$ cat src/rtl/psp_pkg.sv
// psp_pkg: shared types and constants for the polytope symbol parser.
// Holds status codes, character codes, pattern flag bits and the result word type.
// No dependencies.
package psp_pkg;

   localparam int MAX_COMPONENTS_DEF = 16;

   localparam logic [2:0] ST_OK       = 3'd0;
   localparam logic [2:0] ST_NO_OPEN  = 3'd1;
   localparam logic [2:0] ST_BAD_CHAR = 3'd2;
   localparam logic [2:0] ST_NO_CLOSE = 3'd3;
   localparam logic [2:0] ST_EMPTY    = 3'd4;

   localparam logic [7:0] CH_NUL   = 8'h00;
   localparam logic [7:0] CH_OPEN  = 8'h7B;
   localparam logic [7:0] CH_CLOSE = 8'h7D;
   localparam logic [7:0] CH_COMMA = 8'h2C;
   localparam logic [7:0] CH_ZERO  = 8'h30;
   localparam logic [7:0] CH_NINE  = 8'h39;
   localparam logic [7:0] CH_SPACE = 8'h20;
   localparam logic [7:0] CH_TAB   = 8'h09;
   localparam logic [7:0] CH_CR    = 8'h0D;

   // pattern flag bit positions
   localparam int FL_GE3   = 0;
   localparam int FL_ALL3  = 1;
   localparam int FL_TAIL3 = 2;
   localparam int FL_CROSS = 3;
   localparam int FL_W     = 4;

   typedef struct packed {
      logic [2:0]  status;
      logic [4:0]  component_count;
      logic [4:0]  dimension;
      logic        known_regular;
      logic [31:0] first_value;
      logic [31:0] second_value;
      logic [31:0] third_value;
   } result_type;

endpackage

$ cat src/rtl/psp_classify.sv
// psp_classify: regular polytope test on the stored components and flags.
// Purely combinational; uses psp_pkg for flag positions.
module psp_classify #(
   parameter int CW = 5
) (
   input  logic [CW-1:0]           count,
   input  logic [psp_pkg::FL_W-1:0] flags,
   input  logic [31:0]             p,
   input  logic [31:0]             q,
   input  logic [31:0]             r,
   output logic                    regular
);
   import psp_pkg::*;

   logic p3, p4, p5, q3, q4, q5, r3, r4, r5;
   logic two_ok, three_ok, long_ok;

   always_comb begin
      p3 = (p == 32'd3);
      p4 = (p == 32'd4);
      p5 = (p == 32'd5);
      q3 = (q == 32'd3);
      q4 = (q == 32'd4);
      q5 = (q == 32'd5);
      r3 = (r == 32'd3);
      r4 = (r == 32'd4);
      r5 = (r == 32'd5);
      two_ok   = (p3 && q3) || (p4 && q3) || (p3 && q4) || (p5 && q3) || (p3 && q5);
      three_ok = (p3 && q3 && r3) || (p4 && q3 && r3) || (p3 && q3 && r4) ||
                 (p3 && q4 && r3) || (p5 && q3 && r3) || (p3 && q3 && r5);
      long_ok  = flags[FL_ALL3] || (p4 && flags[FL_TAIL3]) || flags[FL_CROSS];
      regular  = 1'b0;
      if (flags[FL_GE3]) begin
         if (count == CW'(2))
            regular = two_ok;
         else if (count == CW'(3))
            regular = three_ok;
         else if (count >= CW'(4))
            regular = long_ok;
      end
   end

endmodule

$ cat src/rtl/psp_parser.sv
// psp_parser: per-character parse state machine and component store.
// Produces one result word when a string is decided; uses psp_pkg and psp_classify.
module psp_parser #(
   parameter int MAX_COMPONENTS = psp_pkg::MAX_COMPONENTS_DEF
) (
   input  logic                clock,
   input  logic                reset,
   input  logic                step,
   input  logic [7:0]          char_code,
   output logic                emit,
   output psp_pkg::result_type result
);
   import psp_pkg::*;

   localparam int CW = $clog2(MAX_COMPONENTS + 1);

   localparam logic [2:0] PH_OPEN = 3'd0;
   localparam logic [2:0] PH_TOP  = 3'd1;
   localparam logic [2:0] PH_BODY = 3'd2;
   localparam logic [2:0] PH_NUM  = 3'd3;
   localparam logic [2:0] PH_TAIL = 3'd4;
   localparam logic [2:0] PH_SKIP = 3'd5;

   logic [2:0]      phase_ff, phase_in;
   logic [31:0]     acc_ff, acc_in;
   logic [CW-1:0]   count_ff, count_in;
   logic [31:0]     p_ff, p_in, q_ff, q_in, r_ff, r_in;
   logic [FL_W-1:0] flags_ff, flags_in;

   logic            is_ws, is_dig;
   logic [31:0]     digit;
   logic [CW-1:0]   st_count, v_count;
   logic [31:0]     st_p, st_q, st_r, v_p, v_q, v_r;
   logic [FL_W-1:0] st_flags, v_flags;
   logic            use_store, finish, commit, regular;
   logic [2:0]      status;
   logic [31:0]     cnt32;

   psp_classify #(.CW(CW)) u_classify (
      .count   (v_count),
      .flags   (v_flags),
      .p       (v_p),
      .q       (v_q),
      .r       (v_r),
      .regular (regular)
   );

   always_comb begin
      is_ws  = (char_code == CH_SPACE) || (char_code >= CH_TAB && char_code <= CH_CR);
      is_dig = (char_code >= CH_ZERO) && (char_code <= CH_NINE);
      digit  = 32'(char_code - CH_ZERO) & 32'h0000_000F;

      // component store as taken at the end of a number
      st_count = count_ff + CW'(1);
      st_p = (count_ff == CW'(0)) ? acc_ff : p_ff;
      st_q = (count_ff == CW'(1)) ? acc_ff : q_ff;
      st_r = (count_ff == CW'(2)) ? acc_ff : r_ff;
      st_flags = '0;
      st_flags[FL_GE3]   = flags_ff[FL_GE3] && (acc_ff >= 32'd3);
      st_flags[FL_CROSS] = flags_ff[FL_ALL3] && (acc_ff == 32'd4);
      st_flags[FL_ALL3]  = flags_ff[FL_ALL3] && (acc_ff == 32'd3);
      st_flags[FL_TAIL3] = (count_ff == CW'(0)) || (flags_ff[FL_TAIL3] && (acc_ff == 32'd3));

      use_store = (phase_ff == PH_NUM);
      v_count = use_store ? st_count : count_ff;
      v_p     = use_store ? st_p     : p_ff;
      v_q     = use_store ? st_q     : q_ff;
      v_r     = use_store ? st_r     : r_ff;
      v_flags = use_store ? st_flags : flags_ff;

      phase_in = phase_ff;
      acc_in   = acc_ff;
      finish   = 1'b0;
      commit   = 1'b0;
      status   = ST_OK;

      unique case (phase_ff)
         PH_OPEN: begin
            if (char_code == CH_OPEN) begin
               phase_in = PH_TOP;
            end else if (!is_ws) begin
               finish = 1'b1;
               status = ST_NO_OPEN;
            end
         end
         PH_TOP, PH_BODY, PH_TAIL: begin
            if (phase_ff == PH_TOP && count_ff >= CW'(MAX_COMPONENTS)) begin
               finish = 1'b1;
               if (char_code == CH_CLOSE)
                  status = (count_ff == CW'(0)) ? ST_EMPTY : ST_OK;
               else
                  status = ST_NO_CLOSE;
            end else if (phase_ff != PH_TAIL && is_dig) begin
               acc_in   = digit;
               phase_in = PH_NUM;
            end else if (is_ws) begin
               phase_in = (phase_ff == PH_TAIL) ? PH_TAIL : PH_BODY;
            end else if (char_code == CH_COMMA) begin
               phase_in = PH_TOP;
            end else begin
               finish = 1'b1;
               if (char_code == CH_CLOSE)
                  status = (count_ff == CW'(0)) ? ST_EMPTY : ST_OK;
               else if (char_code == CH_NUL)
                  status = ST_NO_CLOSE;
               else
                  status = ST_BAD_CHAR;
            end
         end
         PH_NUM: begin
            if (is_dig) begin
               acc_in = (acc_ff << 3) + (acc_ff << 1) + digit;
            end else begin
               commit = 1'b1;
               acc_in = 32'd0;
               if (is_ws) begin
                  phase_in = PH_TAIL;
               end else if (char_code == CH_COMMA) begin
                  phase_in = PH_TOP;
               end else begin
                  finish = 1'b1;
                  if (char_code == CH_CLOSE)
                     status = ST_OK;
                  else if (char_code == CH_NUL)
                     status = ST_NO_CLOSE;
                  else
                     status = ST_BAD_CHAR;
               end
            end
         end
         PH_SKIP: begin
            if (char_code == CH_NUL)
               phase_in = PH_OPEN;
         end
         default: begin
            phase_in = PH_OPEN;
         end
      endcase

      count_in = commit ? st_count : count_ff;
      p_in     = commit ? st_p     : p_ff;
      q_in     = commit ? st_q     : q_ff;
      r_in     = commit ? st_r     : r_ff;
      flags_in = commit ? st_flags : flags_ff;

      if (finish) begin
         phase_in = (char_code == CH_NUL) ? PH_OPEN : PH_SKIP;
         acc_in   = 32'd0;
         count_in = '0;
         p_in     = 32'd0;
         q_in     = 32'd0;
         r_in     = 32'd0;
         flags_in = '1;
      end

      cnt32 = 32'(v_count);
      emit  = finish;
      result = '0;
      result.status = status;
      if (status == ST_OK) begin
         result.component_count = cnt32[4:0];
         result.dimension       = 5'(cnt32 + 32'd1);
         result.known_regular   = regular;
         result.first_value     = v_p;
         result.second_value    = v_q;
         result.third_value     = v_r;
      end
   end

   always_ff @(posedge clock) begin
      if (reset) begin
         phase_ff <= PH_OPEN;
         acc_ff   <= 32'd0;
         count_ff <= '0;
         p_ff     <= 32'd0;
         q_ff     <= 32'd0;
         r_ff     <= 32'd0;
         flags_ff <= '1;
      end else if (step) begin
         phase_ff <= phase_in;
         acc_ff   <= acc_in;
         count_ff <= count_in;
         p_ff     <= p_in;
         q_ff     <= q_in;
         r_ff     <= r_in;
         flags_ff <= flags_in;
      end
   end

endmodule

$ cat src/rtl/polytope_symbol_parse_classify.sv
// Polytope symbol parser and classifier: one character word per cycle.
// The result word is registered and is valid in the cycle after the deciding character is accepted.
// The parse state updates once for each accepted character.
// Input is held off only while the result register is full and stalled.
// Reset (synchronous, active high) returns the parser to waiting for '{' and
// empties the result register.
module polytope_symbol_parse_classify #(
   parameter int MAX_COMPONENTS = psp_pkg::MAX_COMPONENTS_DEF
) (
   input  logic        clock,
   input  logic        reset,
   input  logic        req_valid,
   output logic        req_stall,
   input  logic [7:0]  req_char_code,
   output logic        rsp_valid,
   input  logic        rsp_stall,
   output logic [2:0]  rsp_status,
   output logic [4:0]  rsp_component_count,
   output logic [4:0]  rsp_dimension,
   output logic        rsp_known_regular,
   output logic [31:0] rsp_first_value,
   output logic [31:0] rsp_second_value,
   output logic [31:0] rsp_third_value
);
   import psp_pkg::*;

   logic       step, emit;
   result_type result;
   result_type rsp_ff;
   logic       rsp_valid_ff, rsp_valid_in;

   assign req_stall = rsp_valid_ff && rsp_stall;
   assign step      = req_valid && !req_stall;

   psp_parser #(.MAX_COMPONENTS(MAX_COMPONENTS)) u_parser (
      .clock     (clock),
      .reset     (reset),
      .step      (step),
      .char_code (req_char_code),
      .emit      (emit),
      .result    (result)
   );

   always_comb begin
      if (step && emit)
         rsp_valid_in = 1'b1;
      else if (!rsp_stall)
         rsp_valid_in = 1'b0;
      else
         rsp_valid_in = rsp_valid_ff;
   end

   always_ff @(posedge clock) begin
      if (reset)
         rsp_valid_ff <= 1'b0;
      else
         rsp_valid_ff <= rsp_valid_in;
   end

   always_ff @(posedge clock) begin
      if (step && emit)
         rsp_ff <= result;
   end

   assign rsp_valid           = rsp_valid_ff;
   assign rsp_status          = rsp_ff.status;
   assign rsp_component_count = rsp_ff.component_count;
   assign rsp_dimension       = rsp_ff.dimension;
   assign rsp_known_regular   = rsp_ff.known_regular;
   assign rsp_first_value     = rsp_ff.first_value;
   assign rsp_second_value    = rsp_ff.second_value;
   assign rsp_third_value     = rsp_ff.third_value;

endmodule

$ cat config.mk
export PLATFORM = sky130hd
export DESIGN_NAME = polytope_symbol_parse_classify
export DESIGN_NICKNAME = d
export VERILOG_FILES = /design/src/rtl/psp_pkg.sv /design/src/rtl/psp_classify.sv /design/src/rtl/psp_parser.sv /design/src/rtl/polytope_symbol_parse_classify.sv
export SDC_FILE = /design/constraint.sdc
export NUM_CORES = 1
export LEC_CHECK = 0
export ABC_AREA = 1
export BUFFER_PORTS_ARGS = -buffer_cell sky130_fd_sc_hd__buf_2
export CAP_MARGIN = 20
export CELL_PAD_IN_SITES_DETAIL_PLACEMENT = 1
export CELL_PAD_IN_SITES_GLOBAL_PLACEMENT = 1
export CORE_MARGIN = 4
export CORE_UTILIZATION = 45
export CTS_CLUSTER_DIAMETER = 120
export DETAILED_ROUTE_END_ITERATION = 10
export HOLD_SLACK_MARGIN = 0.02
export PLACE_DENSITY_LB_ADDON = 0.12
export RECOVER_POWER = 100
export SLEW_MARGIN = 0
export SYNTH_ARGS = -nofsm -noshare
export SYNTH_HDL_FRONTEND = slang
export SYNTH_SLANG_ARGS = --single-unit
$ cat constraint.sdc
create_clock -name clock -period 4.93 [get_ports clock]
set_input_delay 0.2465 -clock clock [delete_from_list [all_inputs] [get_ports clock]]
set_output_delay 0.2465 -clock clock [all_outputs]
set_load 0.01 [all_outputs]
# Word level (Yosys, flattened, before mapping)
# Index checks and enable logic that the tools add are counted.
# op_classes
addsub	5
n_mul	0
div	0
order_cmp	7
eq_ne	31
shifts	0
mux	65
n_bitwise	0
reduce_logical	48
# op_table
op	n
two-way mux 32 bit	16
equality test 32 x 3 -> 1 bit (second input constant)	7
equality test 32 x 2 -> 1 bit (second input constant)	4
two-way mux 3 bit	23
case mux 32 bit (2 select lines)	1
adder 32 bit	1
adder 32 x 4 -> 32 bit	1
>= comparator 32 x 2 -> 1 bit (second input constant)	1
logical AND 1 bit	23
equality test 8 x 6 -> 1 bit (second input constant)	2
equality test 8 x 7 -> 1 bit (second input constant)	2
two-way mux 1 bit	16
equality test 5 x 2 -> 1 bit (second input constant)	3
two-way mux 5 bit	3
logical OR 1 bit	13
two-way mux 4 bit	3
case mux 3 bit (4 select lines)	1
adder 5 x 1 -> 5 bit (second input constant)	2
!= test 3 x 2 -> 1 bit (second input constant)	3
!= test 3 bit (second input constant)	3
case mux 3 bit (3 select lines)	1
>= comparator 8 x 4 -> 1 bit (second input constant)	1
>= comparator 8 x 6 -> 1 bit (second input constant)	1
less-or-equal comparator 8 x 4 -> 1 bit (second input constant)	1
other kinds (20)	24
# word_totals
ff_bits	251
latch_bits	0
ramBits	0
rom_bits	0
in_bits	12
output_inout_bits	112
elab_cells	171
memories	0

# Logic depth before layout (Yosys ltp)
# logic_depth
word_depth	13
depth_mapped	19
depth_no_buf	18

# By module
# Synthesis repeated with hierarchy kept, for this count alone.
# unflattened
hier_cells	2410
hier_area_um2	16370.7
# by_module_without_submodules
mod	instances	cells_per_inst	area_each_um2	seq_area_each_um2
psp_parser	1	2143	12366.9	2802.7
polytope_symbol_parse_classify	1	121	3368.2	3323.2
psp_classify	1	146	635.6	0.0

# Worst setup path before layout
# Ideal clock, no wire load.
# synth_timing
kind	reg2reg
start	register u_parser.phase_ff[0]
end	register rsp_ff, in the netlist rsp_component_count[0], enable pin
setup_ns	0.463
t_arrival_ns	3.409
required_ns	4.467
path_slack_ns	1.057
stages_incl_launch_ff	10
path_buffers	0
period_less_slack_ns	3.873
cell_sequence	dfxtp_1 -> nor2_1 -> nor2_1 -> inv_1 -> nand2_1 -> nor2_1 -> nand2_2 -> nand2_4 -> nand2_1 -> inv_1
# synth_between
elab_chain_cells	6
elab_cells_between_ends	13
classes_between	eq/ne (5); mux (3); reduce/logical (5)
# synth_rtl
element	line_no	source
start, declared	psp_parser.sv:24	logic [2:0] phase_ff, phase_in;
start signal, assigned	psp_parser.sv:180	phase_ff <= phase_in;
!= test 3 bit	psp_parser.sv:93	end else if (phase_ff != PH_TAIL && is_dig) begin
logical AND 1 bit	psp_parser.sv:93	
two-way mux 1 bit	psp_parser.sv:93	
two-way mux 1 bit	psp_parser.sv:87	if (phase_ff == PH_TOP && count_ff >= CW'(MAX_COMPONENTS)) begin
case mux 1 bit (3 select lines) *	psp_parser.sv:77	unique case (phase_ff)
logical AND 1 bit *	polytope_symbol_parse_classify.sv:61	if (step && emit)
end signal, assigned	polytope_symbol_parse_classify.sv:62	rsp_ff <= result;
end, declared	polytope_symbol_parse_classify.sv:29	result_type rsp_ff;
# Every way passes the cells marked *; elsewhere a longest branch is shown, timed or not.
# A chain may end at the register's enable or synchronous reset.

==> impl_metrics.py <==
metrics = {
    "sta": {
        "skew_ns": 0.0163,
        "fmax_mhz": 245,
        "finalSetupTns_ns": 0,
        "hold_viol_final": 0,
        "worst_pin_slew_ns": 2.13,
        "period_minus_slack_ns": 4.08,
        "final_max_slew_viol_count": 131,
        "max_slew_margin_pct": -42.6,
        "setup_viol": 0,
        "fin_crit_sh_pct": 82.7,
        "rsz0062_at_grt": "no",
    },
    "logic_synthesis": {
        "syn_area_per_cell_sq_um": 7.51,
        "synth_warnings": 0,
        "synthSimpleGateAreaFrac_pct": 26.9,
        "yosysSeqAreaShare_pct": 41.4,
        "synth_area_leaders": "edfxtp_1, dfxtp_1, nand2_1, a21oi_1, nor2_1",
        "synth_xor_xnor_area_share_pct": 1.13,
        "synth-edff-count": 110,
        "synth_common_cells": "nand2_1, nor2_1, a21oi_1",
        "yosys-mux-area-fraction_pct": 1.90,
        "ys_types": 48,
        "synth-compound-area-share_pct": 15.3,
        "post-synth-top-area-cell": "edfxtp_1",
        "syn_inst": 1967,
        "synthFlopType": "dfxtp_1",
        "synth.top_cell.area_share_pct": 22.3,
        "synthArstFlopShare_pct": 0,
        "ys_ff_latch": 251,
        "yosysMostFrequentCell": "nand2_1",
        "synth_area_sq_um": 14800,
        "synth_top_family_by_area": "simple AND/OR/NAND/NOR gates",
        "synthAdderAreaFrac_pct": 5.77,
        "synth_nets": 2046,
    },
    "clocking": {
        "clock_latency_ns": 0.58,
        "cts.path.max_buffers": 3,
        "clk_transition_reported_paths_ns": 0.06,
        "htree_levels": 1,
        "cts.sink_count": 251,
        "cts-resized-gates": 0,
        "tritoncts": "yes",
        "cts_setup_buffers": 0,
        "numCtsBuffers": 30,
        "cts_root_buf": "clkbuf_16",
    },
    "worst_setup_path": {
        "path_cells": "dlygate4sd3_1 -> clkbuf_1 -> inv_1 -> nand2_1 -> nand3_1 -> nand2_1 -> nand2_1 -> nand2_1 -> nor2_1 -> clkinv_1 -> nor2_1 -> inv_1 -> a21oi_1 -> nor2_1 -> nand2_1 -> nor2_1",
        "cp-start-kind": "input port",
        "cpLargestDelayFamily": "simple AND/OR/NAND/NOR gates",
        "cp_slowest_cell": "nand2_1",
        "worstPathBufferInverterCount": 5,
        "worstPathArrival_ns": 4.26,
        "cp_common_cell": "nand2_1",
        "crit_fanout": 52,
        "cp.required_ns": 5.11,
        "crit_path_end_kind": "flop",
        "crit_type": "input port to flop",
        "crit_path_max_incr_delay_ns": 1.52,
    },
    "grt": {
        "antenna_found_initial": 0,
        "grtUsageTotal_pct": 26.5,
        "grt_pass1_wl_mm": 77.3,
        "grt_max_degree": 79,
        "grt_pass1_vias": 14100,
        "grt_overflow": 0,
    },
    "cells_and_area": {
        "nFillCells": 4172,
        "nets": 2113,
        "instances_no_fill": 2500,
        "syn2layout_area_growth_pct": 11.2,
        "drive_above_1_share_pct": 5.64,
        "antennaDiodeCount": 0,
    },
    "pwr": {
        "ir_worst_vdd_mv": 0.292,
        "power_density_nw_per_um2": 392,
        "leakage_nw": 6.70,
    },
    "die": {
        "start_util_pct": 45.5,
        "dieArea_sq_um": 35800,
        "die_w_um": 189,
        "coreArea_sq_um": 32500,
        "die_h_um": 189,
        "row_count": 66,
        "num_io_pins": 124,
    },
    "detailed_routing": {
        "drc": 0,
        "ant_nets": 0,
        "vias_per_cell": 5.60,
        "drt_iter0_drc": 1005,
        "num_vias": 14000,
        "routed_wl_mm": 48.7,
        "drt_pre_antenna_iters": 5,
        "wl_per_cell_um": 19.5,
    },
    "status": {
        "status": "finished with violations",
        "failed_checks": "max-capacitance violations, max-slew violations",
    },
    "placement": {
        "place_inst": 2441,
        "globalplace.congestion": 0.904,
        "post-dp-hpwl_mm": 33.7,
        "place.port_buffers": 123,
    },
    "run": {
        "max_cap_violations": 2,
    },
    "min_path": {
        "hp-class": "input port to flop",
    },
}
[sequential cells by signal (all words and copies together) (netlist names)]
register / cells
u_parser.flags_ff: 4
u_parser.acc_ff: 32
rsp_valid: 1
u_parser.p_ff: 32
rsp_component_count: 5
u_parser.r_ff: 32
rsp_second_value: 32
u_parser.q_ff: 32
rsp_dimension: 5
u_parser.count_ff: 5
rsp_third_value: 32
rsp_first_value: 32
rsp_known_regular: 1
u_parser.phase_ff: 3
rsp_status: 3
[final cells by class]
cell class	instances	area, sq um	share of cell area [%]
sequential	251	6130	37.3
multi-input combinational	1453	7510	45.7
clock inverter	12	143	0.868
clock buffer	44	853	5.19
tap	442	553	3.36
inverter	156	589	3.59
timing repair buffer	142	664	4.04
[stage by stage]
stage               hold slack (ns)  util (%)  instance area (sq um)  power [mW]  worst slack (ns)
global route                  0.125      50.6                  16400        6.80             0.481
CTS                           0.101      51.2                  16600        6.56              1.39
finish                        0.116      50.6                  16400        6.45             0.853
detailed placement            0.458      48.1                  15600        4.31              1.40
floorplan                     0.409         -                  14800        3.80              1.06
global placement              0.452      48.1                  15600        4.24              1.57
[worst register-to-register path, delay by kind of cell (launching register included)]
| kind | cells | cell delay [ns] |
|---|---|---|
| buffers and inverters | 2 | 0.66 |
| DFF | 1 | 0.37 |
| and+or+nand+nor | 4 | 2.43 |
[placed cells by master (no fill, tap or decap), types with 14 or more instances in the layout]
cell type and n:
a211oi_1 14, a21oi_1 200, clkbuf_1 122, clkbuf_16 30, dfxtp_1 141, edfxtp_1 110, ha_1 65, inv_1 143
mux2i_1 28, nand2_1 455, nand3_1 127, nand4_1 47, nor2_1 260, nor3_1 20, o21a_1 23, o21ai_0 123
[worst paths after layout]
| kind | start | end | slack (ns) | depth (start not counted) |
|---|---|---|---|---|
| max | req_char_code[0] | rsp_first_value[20] | 0.85 | 16 |
| min | req_char_code[3] | u_parser.acc_ff[3] | 0.12 | 3 |
| max reg2reg | u_parser.count_ff[4] | rsp_first_value[20] | 1.08 | 6 |
| min reg2reg | u_parser.p_ff[30] | u_parser.p_ff[30] | 0.47 | 2 |
[where the power goes]
part | internal (mW) | leakage (nW) | switching, mW
combinational | 0.418 | 3.98 | 1.21
sequential | 2.47 | 2.23 | 0.134
clock | 1.31 | 0.481 | 0.916
[logic make-up after synthesis]
family	Yosys count
buf+inv	263
simple gates	942
fa+ha+maj	67
xor+xnor	19
mux	28
compound gates	397
flops	251
[per-layer routing]
layer | vias to the layer above | track usage, % | wire [um] | share of wire (%)
met3 | 80 | 3.63 | 2480 | 5.1
met4 | 0 | 6.84 | 1310 | 2.7
met5 | - | 0 | 0 | 0
met1 | 6820 | 36.0 | 21700 | 45
met2 | 348 | 44.9 | 23200 | 48
li1 | 6756 | - | - | -
[repair_timing]
| item | in CTS | in global routing |
|---|---|---|
| hold buffers | 2 | 0 |
| setup endpoints to repair | 0 | 0 |
| hold endpoints to repair | 2 | 0 |
Note: power is estimated with default switching activity, not from simulation.
